## config.mk

```make
export PLATFORM = sky130hd
export DESIGN_NAME = irc_line_tokenizer
export DESIGN_NICKNAME = d
export VERILOG_FILES = /design/src/hw/rtl/ilt_pkg.sv /design/src/hw/rtl/ilt_ctrl.sv /design/src/hw/rtl/ilt_datapath.sv /design/src/hw/rtl/irc_line_tokenizer.sv
export SDC_FILE = /design/constraint.sdc
export NUM_CORES = 1
export LEC_CHECK = 0
export BUFFER_PORTS_ARGS = -buffer_cell sky130_fd_sc_hd__buf_2
export CORE_MARGIN = 5
export CORE_UTILIZATION = 52
export DETAILED_ROUTE_END_ITERATION = 8
export PLACE_DENSITY_LB_ADDON = 0.08
export REMOVE_ABC_BUFFERS = 1
export SETUP_SLACK_MARGIN = 0.1
export SKIP_LAST_GASP = 1
export SLEW_MARGIN = 5
export SYNTH_ARGS = -nofsm -noshare
export SYNTH_HDL_FRONTEND = slang
export SYNTH_SLANG_ARGS = --single-unit
```

## constraint.sdc

```tcl
create_clock -name aclk -period 2.6 [get_ports aclk]
set_input_delay 0.13 -clock aclk [delete_from_list [all_inputs] [get_ports aclk]]
set_output_delay 0.13 -clock aclk [all_outputs]
set_load 0.005 [all_outputs]
```

## src/hw/rtl/ilt_pkg.sv

```systemverilog
package ilt_pkg;

    localparam int MAX_PARAMS = 16;
    localparam int HELD_MAX   = 60;
    localparam int PARAM_CAP  = ((MAX_PARAMS - 1) < 15) ? (MAX_PARAMS - 1) : 15;

    localparam logic [7:0] CH_CR    = 8'h0D;
    localparam logic [7:0] CH_LF    = 8'h0A;
    localparam logic [7:0] CH_COLON = 8'h3A;
    localparam logic [7:0] CH_SPACE = 8'h20;
    localparam logic [7:0] CH_HT    = 8'h09;

    localparam logic [2:0] KIND_PREFIX   = 3'd0;
    localparam logic [2:0] KIND_COMMAND  = 3'd1;
    localparam logic [2:0] KIND_MIDDLE   = 3'd2;
    localparam logic [2:0] KIND_TRAILING = 3'd3;
    localparam logic [2:0] KIND_STATUS   = 3'd4;

    localparam logic [1:0] STAT_OK        = 2'd0;
    localparam logic [1:0] STAT_BLANK     = 2'd1;
    localparam logic [1:0] STAT_NO_CMD    = 2'd2;

    typedef enum logic [2:0] {
        PH_START,
        PH_PREFIX,
        PH_GAP,
        PH_COMMAND,
        PH_PARAMS,
        PH_TRAILING,
        PH_DONE
    } irc_phase_t;

    typedef enum logic [2:0] {
        ST_IDLE,
        ST_REPLAY_CR,
        ST_REPLAY_LF,
        ST_FEED,
        ST_EOL,
        ST_STATUS
    } ctrl_state_t;

    typedef enum logic [1:0] {
        SEL_IN,
        SEL_REG,
        SEL_CR,
        SEL_LF
    } feed_sel_t;

    typedef struct packed {
        logic      take_in;
        logic      feed_en;
        feed_sel_t feed_sel;
        logic      cr_dec;
        logic      lf_clr;
        logic      emit_empty;
        logic      emit_status;
        logic      clear_all;
    } ctrl_cmd_t;

    typedef struct packed {
        logic out_free;
        logic in_crlf;
        logic held_empty;
        logic cr_zero;
        logic cr_last;
        logic lf_seen;
        logic eol_held;
        logic need_empty;
    } dp_stat_t;

endpackage

```

## src/hw/rtl/ilt_ctrl.sv

```systemverilog
module ilt_ctrl
    import ilt_pkg::*;
(
    input  logic      aclk,
    input  logic      aresetn,
    input  logic      s_tvalid,
    input  logic      s_tlast,
    output logic      s_tready,
    input  dp_stat_t  stat,
    output ctrl_cmd_t cmd
);

    ctrl_state_t state_reg, state_next;
    logic        take;

    assign take = s_tvalid && stat.out_free && (state_reg == ST_IDLE);

    always_ff @(posedge aclk) begin
        if (!aresetn) begin
            state_reg <= ST_IDLE;
        end else begin
            state_reg <= state_next;
        end
    end

    // next state
    always_comb begin
        state_next = state_reg;
        unique case (state_reg)
            ST_IDLE: begin
                if (take) begin
                    if (stat.in_crlf || stat.held_empty) begin
                        state_next = s_tlast ? ST_EOL : ST_IDLE;
                    end else if (!stat.cr_zero) begin
                        state_next = ST_REPLAY_CR;
                    end else begin
                        state_next = ST_REPLAY_LF;
                    end
                end
            end
            ST_REPLAY_CR: begin
                if (stat.out_free && stat.cr_last) begin
                    state_next = stat.lf_seen ? ST_REPLAY_LF : ST_FEED;
                end
            end
            ST_REPLAY_LF: begin
                if (stat.out_free) begin
                    state_next = ST_FEED;
                end
            end
            ST_FEED: begin
                if (stat.out_free) begin
                    state_next = stat.eol_held ? ST_EOL : ST_IDLE;
                end
            end
            ST_EOL: begin
                if (stat.out_free) begin
                    state_next = stat.need_empty ? ST_STATUS : ST_IDLE;
                end
            end
            ST_STATUS: begin
                if (stat.out_free) begin
                    state_next = ST_IDLE;
                end
            end
            default: state_next = ST_IDLE;
        endcase
    end

    // commands
    always_comb begin
        cmd      = '0;
        cmd.feed_sel = SEL_IN;
        s_tready = 1'b0;
        unique case (state_reg)
            ST_IDLE: begin
                s_tready    = stat.out_free;
                cmd.take_in = take;
                cmd.feed_en = take && !stat.in_crlf && stat.held_empty;
            end
            ST_REPLAY_CR: begin
                cmd.feed_sel = SEL_CR;
                cmd.feed_en  = stat.out_free;
                cmd.cr_dec   = stat.out_free;
            end
            ST_REPLAY_LF: begin
                cmd.feed_sel = SEL_LF;
                cmd.feed_en  = stat.out_free;
                cmd.lf_clr   = stat.out_free;
            end
            ST_FEED: begin
                cmd.feed_sel = SEL_REG;
                cmd.feed_en  = stat.out_free;
            end
            ST_EOL: begin
                cmd.emit_empty  = stat.out_free && stat.need_empty;
                cmd.emit_status = stat.out_free && !stat.need_empty;
                cmd.clear_all   = stat.out_free && !stat.need_empty;
            end
            ST_STATUS: begin
                cmd.emit_status = stat.out_free;
                cmd.clear_all   = stat.out_free;
            end
            default: begin
                cmd.feed_sel = SEL_IN;
            end
        endcase
    end

endmodule

```

## src/hw/rtl/ilt_datapath.sv

```systemverilog
module ilt_datapath
    import ilt_pkg::*;
(
    input  logic        aclk,
    input  logic        aresetn,
    input  logic [7:0]  in_byte,
    input  logic        in_eol,
    input  ctrl_cmd_t   cmd,
    output dp_stat_t    stat,
    input  logic        m_tready,
    output logic        m_tvalid,
    output logic [15:0] m_tdata,
    output logic [3:0]  m_tuser,
    output logic        m_tlast
);

    irc_phase_t phase_reg, phase_next;
    logic [5:0] cr_cnt_reg, cr_cnt_next;
    logic       lf_seen_reg, lf_seen_next;
    logic [3:0] pcount_reg, pcount_next;
    logic       inside_reg, inside_next;
    logic       pseen_reg, pseen_next;
    logic [7:0] byte_reg;
    logic       eol_reg;

    logic       valid_reg, valid_next;
    logic [2:0] kind_reg;
    logic [3:0] num_reg;
    logic       opens_reg;
    logic       has_reg;
    logic [7:0] obyte_reg;
    logic       last_reg;
    logic [1:0] status_reg;

    // one parser step
    logic [7:0] c;
    logic       ws;
    logic [3:0] cur_param;
    irc_phase_t f_phase;
    logic [3:0] f_pcount;
    logic       f_inside;
    logic       f_pseen;
    logic       f_emit;
    logic [2:0] f_kind;
    logic       f_opens;
    logic       f_has;
    logic [1:0] line_status;
    logic       out_free;
    logic       load;

    always_comb begin
        unique case (cmd.feed_sel)
            SEL_IN:  c = in_byte;
            SEL_REG: c = byte_reg;
            SEL_CR:  c = CH_CR;
            SEL_LF:  c = CH_LF;
            default: c = in_byte;
        endcase
    end

    assign ws = (c == CH_SPACE) || ((c >= CH_HT) && (c <= CH_CR));
    assign cur_param = (pcount_reg < 4'(PARAM_CAP)) ? pcount_reg : 4'(PARAM_CAP);

    always_comb begin
        f_phase  = phase_reg;
        f_pcount = pcount_reg;
        f_inside = inside_reg;
        f_pseen  = pseen_reg;
        f_emit   = 1'b0;
        f_kind   = KIND_PREFIX;
        f_opens  = 1'b0;
        f_has    = 1'b0;
        unique case (phase_reg)
            PH_START: begin
                if (!ws) begin
                    f_emit  = 1'b1;
                    f_opens = 1'b1;
                    if (c == CH_COLON) begin
                        f_phase = PH_PREFIX;
                    end else begin
                        f_phase = PH_COMMAND;
                        f_kind  = KIND_COMMAND;
                        f_has   = 1'b1;
                    end
                end
            end
            PH_PREFIX: begin
                if (ws) begin
                    f_phase = PH_GAP;
                end else begin
                    f_emit = 1'b1;
                    f_has  = 1'b1;
                end
            end
            PH_GAP: begin
                if (!ws) begin
                    f_phase = PH_COMMAND;
                    f_emit  = 1'b1;
                    f_kind  = KIND_COMMAND;
                    f_opens = 1'b1;
                    f_has   = 1'b1;
                end
            end
            PH_COMMAND: begin
                if (ws) begin
                    f_phase = (c == CH_LF) ? PH_DONE : PH_PARAMS;
                end else begin
                    f_emit = 1'b1;
                    f_kind = KIND_COMMAND;
                    f_has  = 1'b1;
                end
            end
            PH_PARAMS: begin
                f_kind = KIND_MIDDLE;
                priority if (c == CH_LF) begin
                    f_phase  = PH_DONE;
                    f_inside = 1'b0;
                end else if (ws) begin
                    if (inside_reg) begin
                        f_inside = 1'b0;
                        if (pcount_reg < 4'd15) begin
                            f_pcount = pcount_reg + 4'd1;
                        end
                    end
                end else if (inside_reg) begin
                    f_emit = 1'b1;
                    f_has  = 1'b1;
                end else if (c == CH_COLON) begin
                    f_phase = PH_TRAILING;
                    f_pseen = 1'b1;
                    f_emit  = 1'b1;
                    f_kind  = KIND_TRAILING;
                    f_opens = 1'b1;
                end else begin
                    f_inside = 1'b1;
                    f_pseen  = 1'b1;
                    f_emit   = 1'b1;
                    f_opens  = 1'b1;
                    f_has    = 1'b1;
                end
            end
            PH_TRAILING: begin
                f_kind = KIND_TRAILING;
                if (c == CH_LF) begin
                    f_phase = PH_DONE;
                end else begin
                    f_emit = 1'b1;
                    f_has  = 1'b1;
                end
            end
            default: begin
                f_phase = phase_reg;
            end
        endcase
    end

    always_comb begin
        priority if (phase_reg == PH_START) begin
            line_status = STAT_BLANK;
        end else if ((phase_reg == PH_PREFIX) || (phase_reg == PH_GAP)) begin
            line_status = STAT_NO_CMD;
        end else begin
            line_status = STAT_OK;
        end
    end

    assign out_free = !valid_reg || m_tready;
    assign load = (cmd.feed_en && f_emit) || cmd.emit_empty || cmd.emit_status;

    // parser state update
    always_comb begin
        phase_next   = phase_reg;
        pcount_next  = pcount_reg;
        inside_next  = inside_reg;
        pseen_next   = pseen_reg;
        cr_cnt_next  = cr_cnt_reg;
        lf_seen_next = lf_seen_reg;
        if (cmd.take_in) begin
            if (in_byte == CH_LF) begin
                lf_seen_next = 1'b1;
            end else if ((in_byte == CH_CR) && !lf_seen_reg &&
                         (cr_cnt_reg < 6'(HELD_MAX))) begin
                cr_cnt_next = cr_cnt_reg + 6'd1;
            end
        end
        if (cmd.cr_dec) begin
            cr_cnt_next = cr_cnt_reg - 6'd1;
        end
        if (cmd.lf_clr) begin
            lf_seen_next = 1'b0;
        end
        if (cmd.feed_en) begin
            phase_next  = f_phase;
            pcount_next = f_pcount;
            inside_next = f_inside;
            pseen_next  = f_pseen;
        end
        if (cmd.clear_all) begin
            phase_next   = PH_START;
            pcount_next  = '0;
            inside_next  = 1'b0;
            pseen_next   = 1'b0;
            cr_cnt_next  = '0;
            lf_seen_next = 1'b0;
        end
    end

    always_comb begin
        valid_next = valid_reg;
        if (load) begin
            valid_next = 1'b1;
        end else if (m_tready) begin
            valid_next = 1'b0;
        end
    end

    always_ff @(posedge aclk) begin
        if (!aresetn) begin
            phase_reg   <= PH_START;
            pcount_reg  <= '0;
            inside_reg  <= 1'b0;
            pseen_reg   <= 1'b0;
            cr_cnt_reg  <= '0;
            lf_seen_reg <= 1'b0;
            valid_reg   <= 1'b0;
        end else begin
            phase_reg   <= phase_next;
            pcount_reg  <= pcount_next;
            inside_reg  <= inside_next;
            pseen_reg   <= pseen_next;
            cr_cnt_reg  <= cr_cnt_next;
            lf_seen_reg <= lf_seen_next;
            valid_reg   <= valid_next;
        end
    end

    always_ff @(posedge aclk) begin
        if (cmd.take_in) begin
            byte_reg <= in_byte;
            eol_reg  <= in_eol;
        end
        if (load) begin
            if (cmd.emit_status) begin
                kind_reg   <= KIND_STATUS;
                num_reg    <= '0;
                opens_reg  <= 1'b0;
                has_reg    <= 1'b0;
                obyte_reg  <= '0;
                last_reg   <= 1'b1;
                status_reg <= line_status;
            end else if (cmd.emit_empty) begin
                kind_reg   <= KIND_TRAILING;
                num_reg    <= '0;
                opens_reg  <= 1'b1;
                has_reg    <= 1'b0;
                obyte_reg  <= '0;
                last_reg   <= 1'b0;
                status_reg <= STAT_OK;
            end else begin
                kind_reg   <= f_kind;
                num_reg    <= ((f_kind == KIND_MIDDLE) || (f_kind == KIND_TRAILING)) ?
                              cur_param : 4'd0;
                opens_reg  <= f_opens;
                has_reg    <= f_has;
                obyte_reg  <= f_has ? c : 8'd0;
                last_reg   <= 1'b0;
                status_reg <= STAT_OK;
            end
        end
    end

    assign stat.out_free   = out_free;
    assign stat.in_crlf    = (in_byte == CH_CR) || (in_byte == CH_LF);
    assign stat.held_empty = (cr_cnt_reg == 6'd0) && !lf_seen_reg;
    assign stat.cr_zero    = (cr_cnt_reg == 6'd0);
    assign stat.cr_last    = (cr_cnt_reg == 6'd1);
    assign stat.lf_seen    = lf_seen_reg;
    assign stat.eol_held   = eol_reg;
    assign stat.need_empty = (line_status == STAT_OK) && !pseen_reg;

    assign m_tvalid = valid_reg;
    assign m_tdata  = {1'b0, status_reg, obyte_reg, opens_reg, num_reg};
    assign m_tuser  = {has_reg, kind_reg};
    assign m_tlast  = last_reg;

endmodule

```

## src/hw/rtl/irc_line_tokenizer.sv

```systemverilog
// irc line tokenizer: one byte per request in, tagged content bytes out
// results are registered in the output register that drives the master side
// throughput: one byte per cycle while no cr/lf run is held and the master side keeps up;
//   a byte after a held run waits while its crs, then any held lf, replay one byte a cycle
// end of line adds the status result, preceded by an empty trailing when no parameter was seen
// reset: aresetn synchronous active low, clears parser state, held run and output valid
module irc_line_tokenizer
    import ilt_pkg::*;
(
    input  logic        aclk,
    input  logic        aresetn,
    // slave side: raw message bytes
    input  logic        s_tvalid,
    output logic        s_tready,
    input  logic [7:0]  s_tdata,   // [7:0] data_byte
    input  logic        s_tlast,   // end_of_line
    // master side: tagged results
    output logic        m_tvalid,
    input  logic        m_tready,
    output logic [15:0] m_tdata,   // [3:0] param_number, [4] opens_field, [12:5] out_byte,
                                   // [14:13] status, [15] zero
    output logic [3:0]  m_tuser,   // [2:0] field_kind, [3] has_byte
    output logic        m_tlast    // is_last
);

    ctrl_cmd_t cmd;
    dp_stat_t  stat;

    // sequencer: accepts bytes, replays held cr/lf runs, closes the line
    ilt_ctrl u_ctrl (
        .aclk     (aclk),
        .aresetn  (aresetn),
        .s_tvalid (s_tvalid),
        .s_tlast  (s_tlast),
        .s_tready (s_tready),
        .stat     (stat),
        .cmd      (cmd)
    );

    // parser state, held run counters and the output register
    ilt_datapath u_dp (
        .aclk     (aclk),
        .aresetn  (aresetn),
        .in_byte  (s_tdata),
        .in_eol   (s_tlast),
        .cmd      (cmd),
        .stat     (stat),
        .m_tready (m_tready),
        .m_tvalid (m_tvalid),
        .m_tdata  (m_tdata),
        .m_tuser  (m_tuser),
        .m_tlast  (m_tlast)
    );

`ifndef SYNTHESIS
    // only the status result closes a line, and it always does
    a_last_is_status: assert property (@(posedge aclk) disable iff (!aresetn)
        m_tvalid |-> (m_tlast == (m_tuser[2:0] == KIND_STATUS)))
        else $error("is_last and status kind disagree");

    // status is nonzero only on the closing result
    a_status_on_last: assert property (@(posedge aclk) disable iff (!aresetn)
        (m_tvalid && !m_tlast) |-> (m_tdata[14:13] == STAT_OK))
        else $error("status set on a non-final result");

    // a result without content carries a zero byte
    a_empty_byte: assert property (@(posedge aclk) disable iff (!aresetn)
        (m_tvalid && !m_tuser[3]) |-> (m_tdata[12:5] == 8'd0))
        else $error("out_byte set without has_byte");

    // after the last byte of a line the block must close it before taking more
    a_eol_blocks: assert property (@(posedge aclk) disable iff (!aresetn)
        (s_tvalid && s_tready && s_tlast) |=> !s_tready)
        else $error("request taken before the line was closed");
`endif

endmodule

```

# Yosys cells after proc, flatten, opt, wreduce, memory -nomap -nowiden
# Cells that the tools add are included.
# word_totals
output_inout_bits	23
input_bits	13
reg_bits	49
# classes
n_reduce_logical	52
mux	68
eq_ne	36
add_sub_neg	3
bitwise_logic	6
order_cmp	4
# op_table
cell	count
$mux 3	24
$pmux 3 s6	2
$pmux 8 s4	1
$eq 8x4->1 const B	3
$mux 1	24
$mux 6	4
$eq 3x2->1 const B	6
$ne 2x1->1 const B	9
$eq 8x6->1 const B	2
$reduce_or 3->1	5
$logic_and 1x1->1	13
$eq 3x3->1 const B	4
$pmux 3 s4	1
$reduce_and 6->1	2
$mux 2	5
$reduce_and 10->1	1
$ge 8x4->1 const B	1
$le 8x4->1 const B	1
$logic_or 1x1->1	8
$reduce_or 2->1	4
$add 6x1->6 const B	1
$eq 3x1->1 const B	2
$eq 6x1->1 const B	1
$logic_not 3->1	2
25 further kinds	43

# Depth between registers and ports, before layout
# Gate-level depths: netlist of run 1.
# logic_depth
ltp_word	14
ltp_mapped	9

# Modules after synthesis
# A second synthesis of run 1 with hierarchy kept.
# unflattened
cells_unflattened	322
area_unflattened_um2	3059.2
# by_module_without_submodules
mod	instances	seq_area_each_um2	cells_per_inst	area_per_inst_um2
ilt_datapath	1	1211.2	269	2695.1
ilt_ctrl	1	60.1	53	364.1

# Least setup slack after synthesis of run 1
# No wires, ideal clock.
# synth_timing
path_type	reg2reg
startpoint	reg u_ctrl.state_reg[1]
endpoint	reg u_dp.has_reg, enable pin
arrival_ns	2.249
synth_period_minus_slack_ns	2.626
stages_incl_launch_ff	7
n_path_buf	0
slack_ns	-0.026
setup_ns	0.377
cell_sequence	dfxtp_1 > or2b_1 > a22o_4 > nor3_4 > mux2_4 > a211o_1 > nand2_1
# synth_between
elab_chain_cells	13
# synth_lines
item	line	source
from (decl)	ilt_ctrl.sv:13	ctrl_state_t state_reg, state_next;
from (signal assigned)	ilt_ctrl.sv:22	state_reg <= state_next;
$eq 3x2->1 or $eq 3x1->1 (tied branches)	ilt_ctrl.sv:75	unique case (state_reg)
$pmux 2 s3	ilt_ctrl.sv:75	
$eq 2x2->1 (tied with other cells)	ilt_datapath.sv:52	unique case (cmd.feed_sel)
$pmux 8 s4	ilt_datapath.sv:52	
$ge 8x4->1 or $le 8x4->1 (tied branches)	ilt_datapath.sv:61	assign ws = (c == CH_SPACE) || ((c >= CH_HT) && (c <= CH_CR));
$logic_and 1x1->1	ilt_datapath.sv:61	
$logic_or 1x1->1	ilt_datapath.sv:61	
$mux 1	--	
$mux 1	ilt_datapath.sv:115	priority if (c == CH_LF) begin
$pmux 1 s3	ilt_datapath.sv:73	unique case (phase_reg)
$logic_and 1x1->1	ilt_datapath.sv:168	assign load = (cmd.feed_en && f_emit) || cmd.emit_empty || cmd.emit_status;
$logic_or 1x1->1	ilt_datapath.sv:168	
$logic_or 1x1->1 *	ilt_datapath.sv:168	
named net u_dp.load	ilt_datapath.sv:49	logic load;
to (signal assigned)	ilt_datapath.sv:264	has_reg <= f_has;
to (decl)	ilt_datapath.sv:30	logic has_reg;
# The timed path passes the listed nets; every way through them passes the cells marked *.
# A chain may end at the register's enable or synchronous reset.

# Worst setup path after layout of run 1
# layout_timing
startpoint	reg u_ctrl.state_reg[1]
endpoint	reg u_dp.obyte_reg[5], data pin
# layout_between
elab_chain_cells	12
# layout_lines
item	line	source
$eq 3x2->1 or $eq 3x1->1 (tied branches)	ilt_ctrl.sv:75	
$pmux 2 s3	ilt_ctrl.sv:75	
$eq 2x2->1 (tied with other cells)	ilt_datapath.sv:52	
$pmux 8 s4	ilt_datapath.sv:52	
$ge 8x4->1 (tied with other cells)	ilt_datapath.sv:61	
$logic_and 1x1->1 or $mux 1 (tied branches)	ilt_datapath.sv:61, ilt_datapath.sv:78, ilt_datapath.sv:128	
$logic_or 1x1->1 or $mux 1 (tied branches)	ilt_datapath.sv:61, ilt_datapath.sv:125	
$mux 1	--	
$mux 1	ilt_datapath.sv:115	
$pmux 1 s4	ilt_datapath.sv:73	
$not 1->1 (no source line)	--	
$reduce_or 3->1 (no source line)	--	
to (signal assigned)	ilt_datapath.sv:265	obyte_reg <= f_has ? c : 8'd0;
to (decl)	ilt_datapath.sv:31	logic [7:0] obyte_reg;
# Parallel ways exist; a longest one is shown, timed or not.

==> metrics.yaml, run 1 <==
grt_pass1_vias: 2042
drc: 0
wl_met1_um: 2785
port_buffers: 34
power_mw: 3.460
p_per_area_mw_per_mm2: 1066
grt_setup_unrepaired: "true"
worst_ep_required_time_ns: 2.75
synth.top_cell.area_share_pct: 30.71
outcome: "complete, no violations"
dp_hpwl_um: 4534
met2WireLength_um: 2779
worstHoldPathType: "in2reg"
nFillCells: 451
firstDrtPassIters: 5
yosysUniqueCellTypes: 69
cp_max_fo: 9
critical_path_class: "reg2reg"
cts_tree: "done"
vias_per_cell: 5.696
gp_congestion: 0.9011
vdd_ir_drop_max_uv: 501.3
async_reset_ff_share_pct: 0
path_delay_family: "simple AND/OR/NAND/NOR gates"
setup_tns_ns: 0
drt_iter0_markers: 179
max_freq_mhz: 413.3
syn_area_mm2: 0.002835
synth.largest_area_cell: "edfxtp_1"
avgSynthCellArea_um2: 9.845
crit_buf_inv: 1
crit_chain: "buf_4, and2b_1, a2bb2oi_2, nor3_4, mux2i_4, a21oi_1, or4_4, nor2_1"
cts_setup_buffers: 0
fin_skew_ns: 0.005029
cp.arrival_ns: 2.57
finalInstanceArea_mm2: 0.003246
leakagePower_nw: 1.295
gr-usage-all-layers_pct: 17.37
slew_headroom_pct: 57.78
r2r_slack_ns: 0.18
io_pins: 36
coreArea_mm2: 0.005205
cts-root-buf: "clkbuf_8"
synth_top_flop_cell: "edfxtp_1"
seq_area_frac_synth_pct: 44.84
utilization_pct: 62.36
grt_first_pass_wirelength_um: 9949
antenna_found_initial: 0
synth-seq-cells: 49
htreeDepth: 2
drv_cap: 0
ant_nets: 0
dieWidth_um: 83.84
syn2layout_area_growth_pct: 14.47
post_dp_cell_area_mm2: 0.003129
vias: 2284
num_antenna_cells: 0
worst_pin_slew_ns: 0.6275
slowest_stage: "or4_4"
layout_min_cycle_time_ns: 2.420
final_max_slew_viol_count: 0
cts.reportedPaths.clkPinSlew_ns: 0.08
period_share_pct: 93.06
routed_wl_um: 5987
cts_hold_buffers: 0
final_nets: 348
initial_core_util_pct: 54.47
critPathLaunchType: "register"
clock_latency_ns: 0.29
crit_path_end_kind: "register"
setup_viol: 0
hold_viol: 0
synth_edf_count: 29
grt_max_degree: 21
design.die.area_mm2: 0.007029
met3RoutedLength_um: 352
synthCells: 288
row_count: 26
drive_gt1_share_pct: 25.08
dieHeight_um: 83.84
netlist_top_cells_area: "edfxtp_1 31%, dfxtp_1 14%, nor2_1 4.0%, a21oi_1 2.6%, nand2_1 2.4%"
grt_overflow: 0
cts_max_path_buffers: 2
cts_buffers: 5
wl_per_cell_um: 14.93
ys_warn_count: 0
clkSinkCount: 49
max_stage_delay_ns: 0.58
top_layer: "met4"
[power breakdown]
part / internal (mW) / switching, mW
clock network: 0.188 / 0.229
registers: 1.22 / 0.160
logic: 0.754 / 0.913
[final cells by class]
class | count | area [um^2] | share of cell area [%]
multi-input combinational | 208 | 1421 | 43.79
clock inverter | 1 | 3.754 | 0.1157
inverter | 16 | 60.06 | 1.850
timing repair buffer | 50 | 320.3 | 9.869
tap | 70 | 87.58 | 2.699
sequential | 49 | 1276 | 39.32
clock buffer | 7 | 76.32 | 2.352
[cells in the final DEF (no fill, tap or decap), types with 2 or more instances in the layout]
master	instances
o22ai_1	2
a21oi_1	15
xor2_1	4
nand3_1	8
nor2b_1	3
clkbuf_8	5
ha_1	5
and2_1	3
buf_4	14
nand4_1	6
or3_1	3
o21ai_0	11
and3b_1	2
o22ai_2	2
a21o_1	2
o21a_1	3
dfxtp_1	18
inv_1	16
nor4_1	8
buf_2	34
nand2_1	17
nor2_1	30
and3_1	6
or2b_1	2
nand2b_1	3
o2bb2ai_1	2
edfxtp_1	29
a211oi_2	2
xnor2_1	4
nor3_1	6
clkbuf_1	2
a311oi_1	3
nor2_2	5
a31oi_1	6
o211ai_1	3
o41ai_1	2
a22oi_1	7
[layer usage]
metal | GRT usage, % | up-vias
met1 | 24.00 | 1046
met5 | 0 | -
met3 | 3.554 | 5
met2 | 27.84 | 77
li1 | - | 1156
met4 | 4.386 | 0
[Yosys cell counts, types with 3 or more instances]
library cell and count:
nand2b_1 3, nand4_1 6, nor2_2 5, dfxtp_1 20, nor3_1 6, clkbuf_1 7
a22oi_1 7, o211ai_1 3, inv_1 16, nor2b_1 3, or3_1 3, ha_1 5
a311oi_1 3, nand3_1 8, edfxtp_1 29, and2_1 3, a31oi_1 6, and3_1 6
a21oi_1 15, xnor2_1 4, o21a_1 3, nand2_1 18, xor2_1 4, buf_4 4
nor4_1 8, o21ai_0 11, nor2_1 30
[through the flow]
stage / hold slack (ns) / cells / worst slack [ns]
after floorplan: 0.2289 / 273 / -0.2597
after global placement: 0.3235 / 392 / 0.07804
after detailed placement: 0.3255 / 392 / -0.01275
after CTS: 0.01161 / 400 / 0.1319
after global routing: 0.006445 / 401 / 0.06512
final: 0.02496 / 401 / 0.1804
[path summary, 6_finish.rpt]
kind                       start                end  cells after the start
max          u_ctrl.state_reg[1]  u_dp.obyte_reg[5]                      8
min                      s_tlast       u_dp.eol_reg                      1
max reg2reg  u_ctrl.state_reg[1]  u_dp.obyte_reg[5]                      8
min reg2reg       u_dp.pseen_reg     u_dp.pseen_reg                      2
[cell families (layout without fill, tap and decap cells)]
logic type               after synthesis  after routing  synth area share, %
AND/OR/NAND/NOR                      116            116                24.05
flip-flops                            49             49                44.84
multiplexers                           3              3                1.677
other                                  1              1               0.1323
XOR/XNOR                               8              8                2.471
buffers and inverters                 31             74                5.252
AO/OA/AOI/OAI                         75             75                19.37
adder cells (fa/ha/maj)                5              5                2.207
[what timing repair did]
item / CTS / global route
resized for setup: 1 / 4
pin swaps: 0 / 2
endpoints found under the setup margin: 9 / 32
cloned: 0 / 1
endpoints found under the hold margin: 0 / 0
No activity file was read; power rests on OpenSTA's default activity.
==> run 2, diff against run 1 <==
CELL_PAD_IN_SITES_DETAIL_PLACEMENT = 2   (was default)
CELL_PAD_IN_SITES_GLOBAL_PLACEMENT = 2   (was default)
CORE_UTILIZATION = 39   (was 52)
clock period = 3.1 ns   (was 2.6 ns; I/O delays follow)
==> metrics.yaml, run 2 (synthesis results as in run 1) <==
outcome: "complete, no violations"
cts_resized: 0  # -1
holdWs_ns: 0.03875  # +0.01379 ns
gr-usage-all-layers_pct: 19.63  # +2.3 points
dpl_worst_slack_ns: 0.2709  # +0.2837 ns
routed_wl_um: 8300  # +39%
p_per_area_mw_per_mm2: 920.7  # -14%
vias_per_cell: 5.650  # -0.80%
crit_path_end_kind: "register"
grt_overflow: 0  # unchanged
layout_min_cycle_time_ns: 2.696  # +0.2763 ns
sw_frac_of_total_pct: 40.23  # +2.6 points
power_mw: 2.943  # -15%
r2r_slack_ns: 0.40  # +0.22 ns
dp_hpwl_um: 6429  # +42%
pwr-share-clk_pct: 15.7  # +3.7 points
max_freq_mhz: 370.9  # -10%
cts_setup_buffers: 0  # unchanged
row_count: 31  # +19%
setup_tns_ns: 0  # unchanged
postLayoutSetupSlackWorst_ns: 0.4042  # +0.2237 ns
ant_nets: 0  # unchanged
final_cell_mix: "34 x buf_2, 30 x nor2_1, 29 x edfxtp_1"
htreeDepth: 2  # unchanged
cts_max_path_buffers: 2  # unchanged
p_int_mw: 1.759  # -18%
p_sw_mw: 1.184  # -9.1%
crit-reg2reg-launch: "u_ctrl.state_reg[2]"
hold_viol: 0  # unchanged
drive_gt1_share_pct: 22.43  # -2.6 points
design.die.area_mm2: 0.009075  # +29%
coreArea_mm2: 0.007176  # +38%
syn2layout_area_growth_pct: 12.75
cp.arrival_ns: 2.85  # +0.28 ns
cp_max_fo: 9  # unchanged
vias: 2373  # +3.9%
critPathLaunchType: "register"
final_nets: 338  # -2.9%
hold_depth: 1  # unchanged
nFillCells: 808  # +79%
vdd_ir_drop_max_uv: 339.5  # -32%
r2r_end: "u_dp.obyte_reg[3]"
clkSinkCount: 49  # unchanged
num_antenna_cells: 0  # unchanged
drt_iter0_markers: 72  # -60%
rr_worst_depth: 7  # -1
worstHoldPathType: "in2reg"
max_stage_delay_ns: 0.59  # about the same
cts_hold_buffers: 0  # unchanged
gp_congestion: 0.8405  # -6.7%
slew_headroom_pct: 54.88  # -2.9 points
worst_pin_slew_ns: 0.6751  # +0.04764 ns
pwr-share-comb_pct: 44.5  # -3.7 points
setup_viol: 0  # unchanged
min_from: "s_tlast"
worst_ep_required_time_ns: 3.25  # +0.50 ns
leakagePower_nw: 1.248  # -3.6%
final_common_cell: "buf_2"
cts-root-buf: "clkbuf_8"
firstDrtPassIters: 4  # -1
min_to: "u_dp.eol_reg"
cts_tree: "done"
cts_buffers: 5  # unchanged
grt_max_degree: 21  # unchanged
final_max_slew_viol_count: 0  # unchanged
clock_latency_ns: 0.30  # about the same
slowest_stage: "or4_4"
grt_pass1_vias: 2565  # +26%
fin_skew_ns: 0.007187  # +0.002158 ns
crit_chain: "and2b_2, a22o_4, nor3_4, mux2i_4, a21oi_1, or4_4, nor2_1"
grt_setup_unrepaired: "false"
dieHeight_um: 95.27  # +14%
io_pins: 36  # unchanged
period_share_pct: 86.96  # -6.1 points
initial_core_util_pct: 39.51  # -15 points
dieWidth_um: 95.27  # +14%
critical_path_class: "reg2reg"
wl_per_cell_um: 19.76  # +32%
drc: 0  # unchanged
antenna_found_initial: 0  # unchanged
grt_first_pass_wirelength_um: 13470  # +35%
port_buffers: 34  # unchanged
drv_cap: 0  # unchanged
cts.reportedPaths.clkPinSlew_ns: 0.09  # about the same
seqPwrFrac_pct: 39.8  # about the same
[run 2: layer usage]
layer,GRT usage [%],part of all wire (%)
met1,23.62,43
met2,35.22,52
met3,3.631,3.3
met4,6.130,1.3
met5,0,0
[run 2: layout make-up]
| type | instances | area, um^2 | area share [%] |
|---|---|---|---|
| Clock buffer | 6 | 72.57 | 2.270 |
| Clock inverter | 2 | 35.03 | 1.096 |
| Inverter | 16 | 60.06 | 1.879 |
| Multi-Input combinational cell | 208 | 1419 | 44.38 |
| Sequential cell | 49 | 1271 | 39.77 |
| Tap cell | 99 | 123.9 | 3.875 |
| Timing Repair Buffer | 40 | 215.2 | 6.732 |
[run 2: worst max-delay path by stage]
stage               depth (start not counted)                 to                start
floorplan                                   6       u_dp.has_reg  u_ctrl.state_reg[2]
global placement                            7  u_dp.obyte_reg[6]  u_ctrl.state_reg[2]
detailed placement                          7  u_dp.obyte_reg[3]  u_ctrl.state_reg[2]
CTS                                         7  u_dp.obyte_reg[3]  u_ctrl.state_reg[2]
global route                                7  u_dp.obyte_reg[3]  u_ctrl.state_reg[2]
finish                                      7  u_dp.obyte_reg[3]  u_ctrl.state_reg[2]
[run 2: power by group through the flow]
stage	sequential [mW]	combinational [mW]	clock, mW
CTS	1.17	1.32	0.478
finish	1.17	1.31	0.464
floorplan	1.19	0.795	0
detailed placement	1.19	1.31	0
global placement	1.16	1.25	0
global route	1.20	1.45	0.506
[run 2: worst max-delay path: cells and delay by family (launching register included)]
family,cells,cell delay [ns]
muxes,1,0.41
DFF,1,0.45
AOI/OAI and AO/OA,2,0.38
and+or+nand+nor,4,1.31
[run 2: metrics by stage]
stage | cell area, um^2 | utilization [%] | std cells
floorplan | 2746 | - | 273
global placement | 3085 | 43.00 | 412
detailed placement | 3085 | 43.00 | 412
CTS | 3193 | 44.50 | 420
global route | 3197 | 44.55 | 420
finish | 3197 | 44.55 | 420
